<file path="src/rtl/bsort_pkg.sv">
package bsort_pkg;

  // Default store depth exponent: 64 values per batch at most.
  localparam int LOG_DEPTH_DEF = 6;

  // Item and register field widths.
  localparam int VALUE_W = 32;
  localparam int SIZE_W  = 3;
  localparam logic [SIZE_W-1:0] SIZE_RESET = 3'd6;

  // Configuration port geometry: one 32-bit register at byte address 0.
  localparam int PADDR_W = 3;
  localparam int PDATA_W = 32;
  localparam logic [PADDR_W-3:0] REG_SIZE_LOG2 = 1'b0;

  // Commands from the controller to the datapath.
  typedef struct packed {
    logic ld_we;    // write the accepted item into the store
    logic cx_go;    // read a pair for compare-exchange
    logic cx_up;    // pair goes in ascending order
    logic rd_go;    // read one sorted value for output
    logic rd_last;  // that value closes the batch
  } bsort_cmd_t;

endpackage

</file>
<file path="src/rtl/bitonic_sorter.sv">
// Loads one item per cycle while in_stall is low; a batch of n = 2^L values
// then sorts in L*(L+1)/2 stages on one shared compare-exchange unit, with a
// bubble after each stage. Results leave one per cycle while out_stall is low.
// No new batch is loaded until every result has been read from the store.
// Reset is synchronous and active low: control clears, size_log2 returns to 6,
// and the value store keeps its contents (each entry is loaded before use).
module bitonic_sorter import bsort_pkg::*; #(
  parameter int LOG_DEPTH = LOG_DEPTH_DEF
) (
  input  logic                      clk,
  input  logic                      rst_n,
  input  logic                      in_valid,
  output logic                      in_stall,
  input  logic signed [VALUE_W-1:0] in_value,
  output logic                      out_valid,
  input  logic                      out_stall,
  output logic signed [VALUE_W-1:0] out_sorted_value,
  output logic                      out_last_of_batch,
  input  logic                      psel,
  input  logic                      penable,
  input  logic                      pwrite,
  input  logic [PADDR_W-1:0]        paddr,
  input  logic [PDATA_W-1:0]        pwdata,
  output logic [PDATA_W-1:0]        prdata,
  output logic                      pready
);

  logic [SIZE_W-1:0]    size_log2_r;
  logic                 cfg_sel;
  logic                 cfg_wr;
  logic                 out_room;
  bsort_cmd_t           cmd;
  logic [LOG_DEPTH-1:0] idx_a, idx_b;

  // Register decode: the size register is the only one.
  assign cfg_sel = (paddr[PADDR_W-1:2] == REG_SIZE_LOG2);
  assign cfg_wr  = psel && penable && pwrite && pready && cfg_sel;
  assign pready  = 1'b1;
  assign prdata  = cfg_sel ? PDATA_W'(size_log2_r) : '0;

  always_ff @(posedge clk) begin
    if (!rst_n) begin
      size_log2_r <= SIZE_RESET;
    end else if (cfg_wr) begin
      size_log2_r <= pwdata[SIZE_W-1:0];
    end
  end

  bsort_ctrl #(.LOG_DEPTH(LOG_DEPTH)) u_ctrl (
    .clk       (clk),
    .rst_n     (rst_n),
    .size_log2 (size_log2_r),
    .cfg_clr   (cfg_wr),
    .in_valid  (in_valid),
    .in_stall  (in_stall),
    .out_room  (out_room),
    .cmd       (cmd),
    .idx_a     (idx_a),
    .idx_b     (idx_b)
  );

  bsort_dp #(.LOG_DEPTH(LOG_DEPTH)) u_dp (
    .clk               (clk),
    .rst_n             (rst_n),
    .cmd               (cmd),
    .idx_a             (idx_a),
    .idx_b             (idx_b),
    .in_value          (in_value),
    .out_room          (out_room),
    .out_valid         (out_valid),
    .out_stall         (out_stall),
    .out_sorted_value  (out_sorted_value),
    .out_last_of_batch (out_last_of_batch)
  );

endmodule

</file>
<file path="src/rtl/bsort_ram.sv">
module bsort_ram #(
  parameter int WIDTH = 32,
  parameter int DEPTH = 32,
  parameter int AW    = (DEPTH > 1) ? $clog2(DEPTH) : 1
) (
  input  logic             clk,
  input  logic             we,
  input  logic [AW-1:0]    waddr,
  input  logic [WIDTH-1:0] wdata,
  input  logic [AW-1:0]    raddr,
  output logic [WIDTH-1:0] rdata
);

  logic [WIDTH-1:0] mem [DEPTH];
  logic [WIDTH-1:0] rdata_r;

  // One write port and one registered read port.
  always_ff @(posedge clk) begin
    if (we) begin
      mem[waddr] <= wdata;
    end
    rdata_r <= mem[raddr];
  end

  assign rdata = rdata_r;

endmodule

</file>
<file path="src/rtl/bsort_ctrl.sv">
module bsort_ctrl import bsort_pkg::*; #(
  parameter int LOG_DEPTH = LOG_DEPTH_DEF
) (
  input  logic                 clk,
  input  logic                 rst_n,
  input  logic [SIZE_W-1:0]    size_log2,
  input  logic                 cfg_clr,
  input  logic                 in_valid,
  output logic                 in_stall,
  input  logic                 out_room,
  output bsort_cmd_t           cmd,
  output logic [LOG_DEPTH-1:0] idx_a,
  output logic [LOG_DEPTH-1:0] idx_b
);

  localparam int KW = $clog2(LOG_DEPTH + 1);

  localparam logic [1:0] ST_LOAD = 2'd0;
  localparam logic [1:0] ST_SORT = 2'd1;
  localparam logic [1:0] ST_GAP  = 2'd2;
  localparam logic [1:0] ST_OUT  = 2'd3;

  logic [1:0]           state_r, state_nxt;
  logic [LOG_DEPTH-1:0] cnt_r, cnt_nxt;
  logic [KW-1:0]        kl_r, kl_nxt;
  logic [KW-1:0]        s_r, s_nxt;
  logic                 done_r, done_nxt;

  logic [KW-1:0]        lg;
  logic [LOG_DEPTH-1:0] nm1;
  logic [LOG_DEPTH-1:0] low_mask;
  logic [LOG_DEPTH-1:0] pair_i;
  logic [LOG_DEPTH-1:0] pair_p;
  logic [LOG_DEPTH:0]   dir_bits;
  logic                 in_acc;

  // Batch size exponent, saturated to the store depth.
  assign lg  = (size_log2 > SIZE_W'(LOG_DEPTH)) ? KW'(LOG_DEPTH) : KW'(size_log2);
  assign nm1 = LOG_DEPTH'(((LOG_DEPTH + 1)'(1) << lg) - (LOG_DEPTH + 1)'(1));

  // Lower index of the pair: the counter with a zero inserted at bit s.
  assign low_mask = (LOG_DEPTH'(1) << s_r) - LOG_DEPTH'(1);
  assign pair_i   = ((cnt_r >> s_r) << (s_r + KW'(1))) | (cnt_r & low_mask);
  assign pair_p   = pair_i | (LOG_DEPTH'(1) << s_r);
  assign dir_bits = {1'b0, pair_i} >> kl_r;

  assign in_stall = (state_r != ST_LOAD);
  assign in_acc   = in_valid && !in_stall;

  // Sequencer: load, sort stages with a bubble between them, then unload.
  always_comb begin
    state_nxt = state_r;
    cnt_nxt   = cnt_r;
    kl_nxt    = kl_r;
    s_nxt     = s_r;
    done_nxt  = done_r;
    cmd       = '0;
    idx_a     = cnt_r;
    idx_b     = pair_p;
    case (state_r)
      ST_LOAD: begin
        if (cfg_clr) begin
          cnt_nxt = '0;
        end else if (in_acc) begin
          cmd.ld_we = 1'b1;
          if (cnt_r == nm1) begin
            cnt_nxt  = '0;
            kl_nxt   = KW'(1);
            s_nxt    = '0;
            done_nxt = 1'b0;
            state_nxt = (lg == '0) ? ST_OUT : ST_SORT;
          end else begin
            cnt_nxt = cnt_r + LOG_DEPTH'(1);
          end
        end
      end
      ST_SORT: begin
        cmd.cx_go = 1'b1;
        cmd.cx_up = !dir_bits[0];
        idx_a     = pair_i;
        if (cnt_r == (nm1 >> 1)) begin
          cnt_nxt   = '0;
          state_nxt = ST_GAP;
          if (s_r == '0) begin
            if (kl_r == lg) begin
              done_nxt = 1'b1;
            end else begin
              kl_nxt = kl_r + KW'(1);
              s_nxt  = kl_r;
            end
          end else begin
            s_nxt = s_r - KW'(1);
          end
        end else begin
          cnt_nxt = cnt_r + LOG_DEPTH'(1);
        end
      end
      ST_GAP: begin
        state_nxt = done_r ? ST_OUT : ST_SORT;
        done_nxt  = 1'b0;
      end
      ST_OUT: begin
        if (out_room) begin
          cmd.rd_go   = 1'b1;
          cmd.rd_last = (cnt_r == nm1);
          if (cnt_r == nm1) begin
            cnt_nxt   = '0;
            state_nxt = ST_LOAD;
          end else begin
            cnt_nxt = cnt_r + LOG_DEPTH'(1);
          end
        end
      end
      default: begin
        state_nxt = ST_LOAD;
        cnt_nxt   = '0;
      end
    endcase
  end

  always_ff @(posedge clk) begin
    if (!rst_n) begin
      state_r <= ST_LOAD;
      cnt_r   <= '0;
      kl_r    <= KW'(1);
      s_r     <= '0;
      done_r  <= 1'b0;
    end else begin
      state_r <= state_nxt;
      cnt_r   <= cnt_nxt;
      kl_r    <= kl_nxt;
      s_r     <= s_nxt;
      done_r  <= done_nxt;
    end
  end

endmodule

</file>
<file path="src/rtl/bsort_dp.sv">
module bsort_dp import bsort_pkg::*; #(
  parameter int LOG_DEPTH = LOG_DEPTH_DEF
) (
  input  logic                      clk,
  input  logic                      rst_n,
  input  bsort_cmd_t                cmd,
  input  logic [LOG_DEPTH-1:0]      idx_a,
  input  logic [LOG_DEPTH-1:0]      idx_b,
  input  logic signed [VALUE_W-1:0] in_value,
  output logic                      out_room,
  output logic                      out_valid,
  input  logic                      out_stall,
  output logic signed [VALUE_W-1:0] out_sorted_value,
  output logic                      out_last_of_batch
);

  // Two banks split by index parity: the two members of any pair always
  // differ in one bit, so they sit in opposite banks.
  localparam int BANK_AW    = (LOG_DEPTH > 1) ? LOG_DEPTH - 1 : 1;
  localparam int BANK_DEPTH = 1 << BANK_AW;

  logic               par_a;
  logic [BANK_AW-1:0] addr_a, addr_b;

  logic               we0, we1;
  logic [BANK_AW-1:0] waddr0, waddr1, raddr0, raddr1;
  logic [VALUE_W-1:0] wdata0, wdata1, rdata0, rdata1;

  // Compare-exchange stage registers.
  logic               cx_valid_r;
  logic               cx_par_r;
  logic               cx_up_r;
  logic [BANK_AW-1:0] cx_addr_i_r, cx_addr_p_r;

  logic signed [VALUE_W-1:0] val_i, val_p, new_i, new_p;
  logic                      swap;

  // Output read and two-entry output buffer.
  logic                      pend_r, pend_bank_r, pend_last_r;
  logic signed [VALUE_W-1:0] pend_data;
  logic                      out_valid_r, out_valid_nxt;
  logic                      skid_valid_r, skid_valid_nxt;
  logic signed [VALUE_W-1:0] out_data_r, out_data_nxt, skid_data_r, skid_data_nxt;
  logic                      out_last_r, out_last_nxt, skid_last_r, skid_last_nxt;
  logic                      take;
  logic [1:0]                occ;

  assign par_a  = ^idx_a;
  assign addr_a = BANK_AW'(idx_a >> 1);
  assign addr_b = BANK_AW'(idx_b >> 1);

  // Read addresses: a pair reads both banks, an output read one bank.
  assign raddr0 = (cmd.cx_go && par_a) ? addr_b : addr_a;
  assign raddr1 = (cmd.cx_go && !par_a) ? addr_b : addr_a;

  // Compare the pair read last cycle and order it by direction.
  assign val_i = cx_par_r ? rdata1 : rdata0;
  assign val_p = cx_par_r ? rdata0 : rdata1;
  assign swap  = cx_up_r ? (val_i > val_p) : (val_p > val_i);
  assign new_i = swap ? val_p : val_i;
  assign new_p = swap ? val_i : val_p;

  // Write ports: write-back of a pair, or a loaded item.
  always_comb begin
    we0    = cx_valid_r || (cmd.ld_we && !par_a);
    we1    = cx_valid_r || (cmd.ld_we && par_a);
    waddr0 = addr_a;
    waddr1 = addr_a;
    wdata0 = in_value;
    wdata1 = in_value;
    if (cx_valid_r) begin
      waddr0 = cx_par_r ? cx_addr_p_r : cx_addr_i_r;
      waddr1 = cx_par_r ? cx_addr_i_r : cx_addr_p_r;
      wdata0 = cx_par_r ? new_p : new_i;
      wdata1 = cx_par_r ? new_i : new_p;
    end
  end

  bsort_ram #(.WIDTH(VALUE_W), .DEPTH(BANK_DEPTH), .AW(BANK_AW)) u_bank0 (
    .clk   (clk),
    .we    (we0),
    .waddr (waddr0),
    .wdata (wdata0),
    .raddr (raddr0),
    .rdata (rdata0)
  );

  bsort_ram #(.WIDTH(VALUE_W), .DEPTH(BANK_DEPTH), .AW(BANK_AW)) u_bank1 (
    .clk   (clk),
    .we    (we1),
    .waddr (waddr1),
    .wdata (wdata1),
    .raddr (raddr1),
    .rdata (rdata1)
  );

  always_ff @(posedge clk) begin
    cx_par_r    <= par_a;
    cx_up_r     <= cmd.cx_up;
    cx_addr_i_r <= addr_a;
    cx_addr_p_r <= addr_b;
    pend_bank_r <= par_a;
    pend_last_r <= cmd.rd_last;
  end

  assign pend_data = pend_bank_r ? rdata1 : rdata0;
  assign take      = out_valid_r && !out_stall;

  // Room for one more read: arrivals never exceed the two entries.
  assign occ      = {1'b0, out_valid_r} + {1'b0, skid_valid_r} + {1'b0, pend_r};
  assign out_room = (occ - {1'b0, take}) < 2'd2;

  // Output buffer: the skid entry always drains ahead of a new arrival.
  always_comb begin
    out_valid_nxt  = out_valid_r;
    out_data_nxt   = out_data_r;
    out_last_nxt   = out_last_r;
    skid_valid_nxt = skid_valid_r;
    skid_data_nxt  = skid_data_r;
    skid_last_nxt  = skid_last_r;
    if (take) begin
      if (skid_valid_r) begin
        out_data_nxt   = skid_data_r;
        out_last_nxt   = skid_last_r;
        skid_valid_nxt = pend_r;
        skid_data_nxt  = pend_data;
        skid_last_nxt  = pend_last_r;
      end else begin
        out_valid_nxt = pend_r;
        out_data_nxt  = pend_data;
        out_last_nxt  = pend_last_r;
      end
    end else if (!out_valid_r) begin
      out_valid_nxt = pend_r;
      out_data_nxt  = pend_data;
      out_last_nxt  = pend_last_r;
    end else if (pend_r) begin
      skid_valid_nxt = 1'b1;
      skid_data_nxt  = pend_data;
      skid_last_nxt  = pend_last_r;
    end
  end

  always_ff @(posedge clk) begin
    out_data_r  <= out_data_nxt;
    out_last_r  <= out_last_nxt;
    skid_data_r <= skid_data_nxt;
    skid_last_r <= skid_last_nxt;
  end

  always_ff @(posedge clk) begin
    if (!rst_n) begin
      cx_valid_r   <= 1'b0;
      pend_r       <= 1'b0;
      out_valid_r  <= 1'b0;
      skid_valid_r <= 1'b0;
    end else begin
      cx_valid_r   <= cmd.cx_go;
      pend_r       <= cmd.rd_go;
      out_valid_r  <= out_valid_nxt;
      skid_valid_r <= skid_valid_nxt;
    end
  end

  assign out_valid         = out_valid_r;
  assign out_sorted_value  = out_data_r;
  assign out_last_of_batch = out_last_r;

  // A write-back never collides with a load on the write ports.
  a_no_write_clash: assert property (@(posedge clk) disable iff (!rst_n)
    !(cmd.ld_we && cx_valid_r))
    else $error("load write collides with compare-exchange write-back");

  // An output read never starts while a pair is still being written back.
  a_read_after_sort: assert property (@(posedge clk) disable iff (!rst_n)
    cmd.rd_go |-> !cx_valid_r)
    else $error("output read issued before the last write-back landed");

  // A returning read always finds a free buffer entry.
  a_no_overflow: assert property (@(posedge clk) disable iff (!rst_n)
    pend_r |-> !(out_valid_r && skid_valid_r))
    else $error("output buffer overflow");

  // The skid entry is only occupied behind a valid output entry.
  a_skid_order: assert property (@(posedge clk) disable iff (!rst_n)
    skid_valid_r |-> out_valid_r)
    else $error("skid entry holds an item while the output is empty");

endmodule

</file>
<file path="config.mk">
export PLATFORM = sky130hd
export DESIGN_NAME = bitonic_sorter
export DESIGN_NICKNAME = d
export VERILOG_FILES = /design/src/rtl/bsort_pkg.sv /design/src/rtl/bitonic_sorter.sv /design/src/rtl/bsort_ram.sv /design/src/rtl/bsort_ctrl.sv /design/src/rtl/bsort_dp.sv
export SDC_FILE = /design/constraint.sdc
export NUM_CORES = 2
export LEC_CHECK = 0
export ABC_AREA = 0
export BUFFER_PORTS_ARGS = -buffer_cell sky130_fd_sc_hd__buf_2
export CORE_MARGIN = 2
export CORE_UTILIZATION = 40
export DETAILED_ROUTE_END_ITERATION = 7
export MAX_ROUTING_LAYER = met4
export PLACE_DENSITY = 0.64
export REMOVE_ABC_BUFFERS = 1
export SYNTH_ARGS = -nofsm -noshare
export SYNTH_HDL_FRONTEND = slang
export SYNTH_SLANG_ARGS = --single-unit
</file>
<file path="constraint.sdc">
create_clock -name clk -period 15.3 [get_ports clk]
set_input_delay 0.765 -clock clk [delete_from_list [all_inputs] [get_ports clk]]
set_output_delay 0.765 -clock clk [all_outputs]
set_load 0.02 [all_outputs]
</file>
Word-level counts from Yosys, hierarchy flattened --
Memories as Yosys holds them, arrays and structs flattened. A register that Yosys moved wholly into a read port is not among the register bits. Index checks and enable logic that the tools add are counted.
Word-level totals: bits in registers 101, RAM bits 2048, bits of input ports 74, output and inout bits 68, word-level logic and storage cells 181, memories kept 2
Operators by class: add/sub/neg operators 9, magnitude comparators 4, equality and inequality tests 20, shifts and indexed selects 5, multiplexer cells 84, bitwise logic cells 4, reduce and logical (&&, ||, !) cells 34
Memories:
- u_dp.u_bank0.mem | words 32, width 32, rd ports 1, clocked after memory_dff 1, write ports 1, RTL line bsort_ram.sv:14 | logic [WIDTH-1:0] mem [DEPTH];
- u_dp.u_bank1.mem | words 32, width 32, rd ports 1, clocked after memory_dff 1, write ports 1, RTL line bsort_ram.sv:14
Operator list (count):
- $mux W32 | 15
- $gt A32 B32 Y1 | 2
- $mux W3 | 14
- $mux W6 | 6
- $mux W5 | 6
- $mux W1 | 28
- $mux W2 | 10
- $pmux W6 S3 | 1
- $ne A2 B1 Y1 const B | 7
- $reduce_and A7 Y1 | 2
- $or A6 B6 Y6 | 2
- $pmux W3 S2 | 2
- $reduce_and A6 Y1 | 2
- $shl A1 B3 Y6 const A | 2
- $sub A6 B2 Y6 const B | 2
- $ne A2 B2 Y1 const B | 5
- $logic_and A1 B1 Y1 | 9
- $pmux W2 S4 | 1
- $reduce_bool A2 Y1 | 4
- $add A3 B1 Y3 const B | 2
- $add A6 B1 Y6 const B | 1
- $and A6 B6 Y6 | 1
- $eq A6 B5 Y1 | 1
- $eq A6 B6 Y1 | 1
- 24 further kinds | 34

Longest topological paths before layout --
depth in word-level cells 11, depth in mapped cells 19, mapped depth without buffers 14

By module --
Synthesis repeated with hierarchy kept, for this count alone.
Second synthesis, totals: cell total of the unflattened synthesis 5368, area, all modules 89145.5 µm²
Modules (own cells, without submodules):
- bsort_ram at u_dp.u_bank0 | instances 1, cells an instance 2260, area each 40492.6 µm², seq. area each 31390.1 µm²
- bsort_ram at u_dp.u_bank1 | instances 1, cells an instance 2260, area each 40485.1 µm², seq. area each 31390.1 µm²
- bsort_dp | instances 1, cells an instance 529, area each 5841.9 µm², seq. area each 2322.2 µm²
- bsort_ctrl | instances 1, cells an instance 270, area each 1923.1 µm², seq. area each 300.3 µm²
- bitonic_sorter | instances 1, cells an instance 49, area each 402.9 µm², seq. area each 60.1 µm²

Least setup slack after synthesis --
Ideal clock, no wire load.
path type register to register, from register u_dp.cx_par_r, to memory u_dp.u_bank0.mem[0][0], data pin, setup time 0.467 ns, arrival 6.072 ns, required time 14.833 ns, slack 8.761 ns, cell stages (with the launch flop) 19, buffers on the path 5, period minus slack after synthesis 6.539 ns, cell sequence dfxtp_1 -> buf_1 -> clkbuf_1 -> clkbuf_1 -> mux2i_1 -> ha_1 -> a21o_1 -> a21o_1 -> a21o_1 -> a21o_1 -> a21o_1 -> a221oi_1 -> and3_1 -> nand4_1 -> nand4_1 -> clkbuf_1 -> buf_1 -> mux2i_1 -> a211oi_1
Between the ends: longest elaborated chain between the ends 6, elaborated cells between the ends (all ways) 9, those cells by class order compare (2); mux (7)
Ends and longest elaborated chain:
- start: declaration | RTL line bsort_dp.sv:31 | logic cx_par_r;
- start signal: assignment | RTL line bsort_dp.sv:98 | cx_par_r <= par_a;
- $mux W32 (on tied branches) | RTL line bsort_dp.sv:58, bsort_dp.sv:57
- $gt A32 B32 Y1 | RTL line bsort_dp.sv:59 | assign swap = cx_up_r ? (val_i > val_p) : (val_p > val_i);
- $mux W1 | RTL line bsort_dp.sv:59
- $mux W32 (on tied branches) | RTL line bsort_dp.sv:60, bsort_dp.sv:61
- $mux W32 (*) | RTL line bsort_dp.sv:74 | wdata0 = cx_par_r ? new_p : new_i;
- $mux W32 (*) | RTL line bsort_dp.sv:71 | if (cx_valid_r) begin
- named net u_dp.u_bank0.wdata[0] | RTL line bsort_ram.sv:9 | input logic [WIDTH-1:0] wdata,
- end: declaration | RTL line bsort_ram.sv:14
Mark *: on every way through the listed nets, which the timed path passes. The rest lies on a longest branch.

Worst setup path in the final report --
from register u_ctrl.s_r[1], to register u_dp.u_bank1.rdata_r[12], in the netlist u_dp.u_bank1.rdata[12] (read register of u_dp.u_bank1.mem)
Between the ends: longest elaborated chain between the ends 9, elaborated cells between the ends (all ways) 13, those cells by class add/sub (2); shift (3); mux (2); bitwise (3); reduce/logical (3)
Ends and longest elaborated chain:
- start: declaration | RTL line bsort_ctrl.sv:26 | logic [KW-1:0] s_r, s_nxt;
- start signal: assignment | RTL line bsort_ctrl.sv:132 | s_r <= s_nxt;
- $shl A1 B3 Y6 | RTL line bsort_ctrl.sv:42, bsort_ctrl.sv:44
- $sub A6 B2 Y6 | RTL line bsort_ctrl.sv:42 | assign low_mask = (LOG_DEPTH'(1) << s_r) - LOG_DEPTH'(1);
- $and A6 B6 Y6 | RTL line bsort_ctrl.sv:43 | assign pair_i = ((cnt_r >> s_r) << (s_r + KW'(1))) | (cnt_r & low_mask);
- $or A6 B6 Y6 | RTL line bsort_ctrl.sv:43
- $mux W6 | RTL line bsort_ctrl.sv:60 | case (state_r)
- $reduce_xor A6 Y1 | RTL line bsort_dp.sv:48 | assign par_a = ^idx_a;
- $logic_not A1 Y1 | RTL line bsort_dp.sv:54 | assign raddr1 = (cmd.cx_go && !par_a) ? addr_b : addr_a;
- $logic_and A1 B1 Y1 | RTL line bsort_dp.sv:54
- $mux W5 (*) | RTL line bsort_dp.sv:54
- end: declaration | RTL line bsort_ram.sv:15 | logic [WIDTH-1:0] rdata_r;
Mark *: on every way between the ends. The rest lies on a longest branch, timed or not. A chain may end at the register's enable or synchronous reset.

==> flow_metrics.py <==
metrics = {
    "critical_path": {
        "r2r_cells": 17,
        "start_kind": "flip-flop",
        "path_buf_inv": 5,
        "cp.arrival_ps": 8350,
        "path_max_fanout": 64,
        "cp_slowest_cell": "dfxtp_1",
        "critPathRequiredTime_ps": 16040,
        "r2r_setup_slack_ps": 7690,
        "end_kind": "flip-flop",
        "crit_path_cell_trace": "inv_1 > ha_1 > nor2b_1 > nand2_1 > o21ai_4 > buf_4 > a221oi_2 > xnor3_2 > mux2i_4 > mux2i_4 > buf_4 > buf_4 > buf_4 > mux2i_1 > mux2i_1 > o22ai_1 > nor4_1",
        "worstReg2RegStart": "u_ctrl.s_r[1]$_SDFFE_PN0P_",
        "cp_num_cells": 17,
        "path_common_cell": "buf_4",
        "r2r-end": "u_dp.u_bank1.rdata[12]$_DFF_P_",
        "path_class": "reg -> reg",
        "cpPeakStageDelay_ps": 850,
        "cpLargestDelayFamily": "buffers and inverters",
    },
    "die": {
        "coreArea_um2": 225000,
        "die_h_um": 480,
        "dieArea_um2": 231000,
        "start_util_pct": 40.3,
        "die_x_um": 480,
        "io_pins": 142,
        "num_rows": 174,
    },
    "sta": {
        "final.min_clock_period_ps": 7610,
        "worst_pin_slew_ps": 1340,
        "fmax_mhz": 131,
        "rsz0062_at_grt": "false",
        "drv_slew": 0,
        "max-slew-margin-rel_pct": 10.7,
        "setup_viol": 0,
        "hold_viol": 0,
        "finalClockSkew_ps": 42.4,
        "finalCritPeriodShare_pct": 49.7,
    },
    "placement": {
        "numPortBuffers": 80,
        "gp_congestion": 0.817,
        "dp.cells": 8545,
        "post-dp-hpwl_mm": 134,
    },
    "global_route": {
        "grt_max_degree": 148,
        "track_usage_pct": 21.9,
        "grt_pass1_vias": 50400,
        "antenna_found_initial": 11,
        "grt-ovfl-total": 0,
        "grt_pass1_wl_mm": 357,
    },
    "detailed_routing": {
        "dr_total_vias": 52500,
        "drc": 0,
        "viasPerCell": 5.87,
        "dr.pass1.iters": 6,
        "wl_mm": 251,
        "drtAntennaViolNets": 0,
        "drt_iter0_drc": 6151,
        "avgRoutedWirePerCell_um": 28.0,
    },
    "hold_path": {
        "hold_class": "in -> reg",
        "holdPathStages": 3,
        "worstHoldStart": "pwdata[2]",
        "hold-path-endpoint": "size_log2_r[2]$_SDFFE_PN1P_",
    },
    "power_and_ir_drop": {
        "power_density_nw_per_um2": 190,
        "p_leak_nw": 35.5,
        "peakVddDrop_mv": 0.278,
        "switchingPower_w": 0.00677,
        "sequentialPowerShare_pct": 40.2,
        "power_frac_clock_pct": 26.7,
        "switching_share_pct": 34.8,
        "p_int_w": 0.0127,
        "report.power.total_w": 0.0195,
        "power.share.combinational_pct": 33.1,
    },
    "synthesis": {
        "yosysWarningCount": 0,
        "syn_inst": 5702,
        "synth_cell_type_count": 66,
        "synth_edf_count": 2114,
        "synth_compound_area_share_pct": 7.64,
        "seq_area_frac_synth_pct": 72.2,
        "yosys.area_share.simple_pct": 5.86,
        "synthesis.area_um2": 90700,
        "synth-xor-area-share_pct": 0.161,
        "ys_ff_latch": 2213,
        "synthMuxAreaShare_pct": 11.4,
        "synth_ff_type": "edfxtp_1",
        "synth_top_family_by_area": "multiplexers",
        "synthArstFlopShare_pct": 0,
        "synth.avg_cell_area_um2": 15.9,
        "synthAdderAreaFrac_pct": 0.579,
    },
    "run_status": {
        "outcome": "complete, no violations",
    },
    "cts": {
        "cts_tree": "yes",
        "clk-insertion-delay-late_ps": 880,
        "cts_resized": 0,
        "cts_hold_buf": 0,
        "clockBufferDepth": 3,
        "cts_buffers": 214,
        "cts_setup_buffers": 0,
        "root_buffer": "clkbuf_16",
        "cts.clk_slew.worst_paths_ps": 60,
        "h-tree-depth": 4,
        "clock_sinks": 2213,
    },
    "run": {
        "max_cap_viol_count": 0,
    },
    "final_layout": {
        "nFillCells": 19200,
        "areaGrowthSynthToFinish_pct": 13.1,
        "fin_nets": 5885,
        "final_cells": 8947,
        "layout-drive-gt1-share_pct": 16.7,
    },
}
## final cells by class
type | count | area (µm²) | share of cell area (%)
sequential | 2213 | 65500 | 63.8
multi-input combinational | 3073 | 24700 | 24.1
clock buffer | 295 | 5850 | 5.70
tap | 2992 | 3740 | 3.65
timing repair buffer | 248 | 1710 | 1.67
clock inverter | 103 | 1030 | 1.01
inverter | 19 | 71.3 | 0.0695
antenna | 4 | 10.0 | 0.00976
## logic make-up (layout without fill, tap and decap cells)
family | count (synthesis) | count (layout)
flops | 2213 | 2213
xor+xnor | 15 | 15
buf+inv | 444 | 665
simple gates | 1090 | 1090
other cells | 2 | 34
compound gates | 1005 | 1005
mux | 891 | 891
fa+ha+maj | 42 | 42
## Yosys cell counts (64+ instances only)
| library cell | number | area share, % |
|---|---|---|
| nor4_1 | 64 | 0.44 |
| buf_2 | 89 | 0.49 |
| or2_2 | 70 | 0.48 |
| nand2_1 | 410 | 1.7 |
| nand3_1 | 90 | 0.50 |
| mux2_2 | 69 | 0.86 |
| a21oi_1 | 107 | 0.59 |
| mux2i_1 | 717 | 7.9 |
| nor2_1 | 151 | 0.62 |
| o21ai_0 | 82 | 0.45 |
| o22ai_1 | 165 | 1.1 |
| mux4_2 | 101 | 2.5 |
| a31oi_1 | 99 | 0.68 |
| and3_1 | 228 | 1.6 |
| dfxtp_1 | 99 | 2.2 |
| a211oi_1 | 385 | 3.2 |
| edfxtp_1 | 2114 | 70 |
| clkbuf_1 | 246 | 1.0 |
## layout by cell type, fill, tap and decap left out, drive strengths merged, types with 8 or more instances in the layout
cell type,instances
and3,228
clkinv,71
inv,30
nand4,10
a21o,26
nand2,410
dfxtp,99
o221a,33
o22ai,165
clkbuf,295
nand3,90
nand2b,12
nand3b,8
mux4,101
a21oi,107
mux2,69
a22oi,34
bufinv,15
xnor2,9
nor4,64
a31oi,99
ha,42
nor2b,10
or2,72
nor3,13
o21a,10
a211oi,385
conb,30
buf,248
mux2i,721
edfxtp,2114
nor2,151
o211ai,37
o21ai,86
## worst reg2reg max path, delay by kind of cell, from the launching register on
kind	cells	cell delay [ps]
xor gates and xnor gates	1	430
and+or+nand+nor	3	800
adders and majority gates	1	490
muxes	4	1210
DFF	1	850
AOI/OAI and AO/OA	3	510
buffers and inverters	5	3210
## power by group through the flow
stage | clock [W] | sequential (W) | combinational [W]
after floorplan | 0 | 0.00789 | 0.00551
after global placement | 0 | 0.00792 | 0.00630
after detailed placement | 0 | 0.00794 | 0.00639
after CTS | 0.00526 | 0.00782 | 0.00642
after global routing | 0.00548 | 0.00784 | 0.00682
final | 0.00520 | 0.00782 | 0.00643
## through the flow
stage	util, %	TNS [ps]	cell area, µm²	setup slack [ps]	hold WS (ps)
CTS	45.6	0	103000	7840	76.5
detailed placement	42.5	0	95700	7880	425
global placement	42.5	0	95700	8000	419
floorplan	-	-887760	88900	-22520	403
finish	45.6	0	103000	7690	131
global route	45.6	0	103000	7400	108
## layer usage
layer	vias to the layer above	track usage, %	wire length, µm	part of all wire [%]
li1	22700	-	-	-
met1	27000	29.3	104000	41
met2	2386	34.2	119000	48
met3	449	2.97	18500	7.4
met4	0	7.97	9310	3.7
met5	-	-	0	0
## worst max path at each step
stage	end	start
after floorplan	u_dp.u_bank0.rdata[0]$_DFF_P_	u_ctrl.s_r[1]$_SDFFE_PN0P_
after CTS	u_dp.u_bank1.rdata[12]$_DFF_P_	u_ctrl.s_r[1]$_SDFFE_PN0P_
after global routing	u_dp.u_bank1.rdata[12]$_DFF_P_	u_ctrl.s_r[1]$_SDFFE_PN0P_
after global placement	u_dp.u_bank1.rdata[12]$_DFF_P_	u_ctrl.s_r[1]$_SDFFE_PN0P_
after detailed placement	u_dp.u_bank1.rdata[12]$_DFF_P_	u_ctrl.s_r[1]$_SDFFE_PN0P_
final	u_dp.u_bank1.rdata[12]$_DFF_P_	u_ctrl.s_r[1]$_SDFFE_PN0P_
## flip-flops by register name (all words and copies together), names as in the netlist, 2 cells and up
| name | count |
|---|---|
| size_log2_r | 3 |
| u_dp.out_sorted_value | 32 |
| u_dp.u_bank1.mem | 1024 |
| u_ctrl.s_r | 3 |
| u_ctrl.cnt_r | 6 |
| u_dp.cx_addr_p_r | 5 |
| u_dp.u_bank0.mem | 1024 |
| u_dp.skid_data_r | 32 |
| u_dp.u_bank0.rdata | 32 |
| u_ctrl.state_r | 2 |
| u_ctrl.kl_r | 3 |
| u_dp.u_bank1.rdata | 32 |
| u_dp.cx_addr_i_r | 5 |
(Power assumes the default switching activity.)
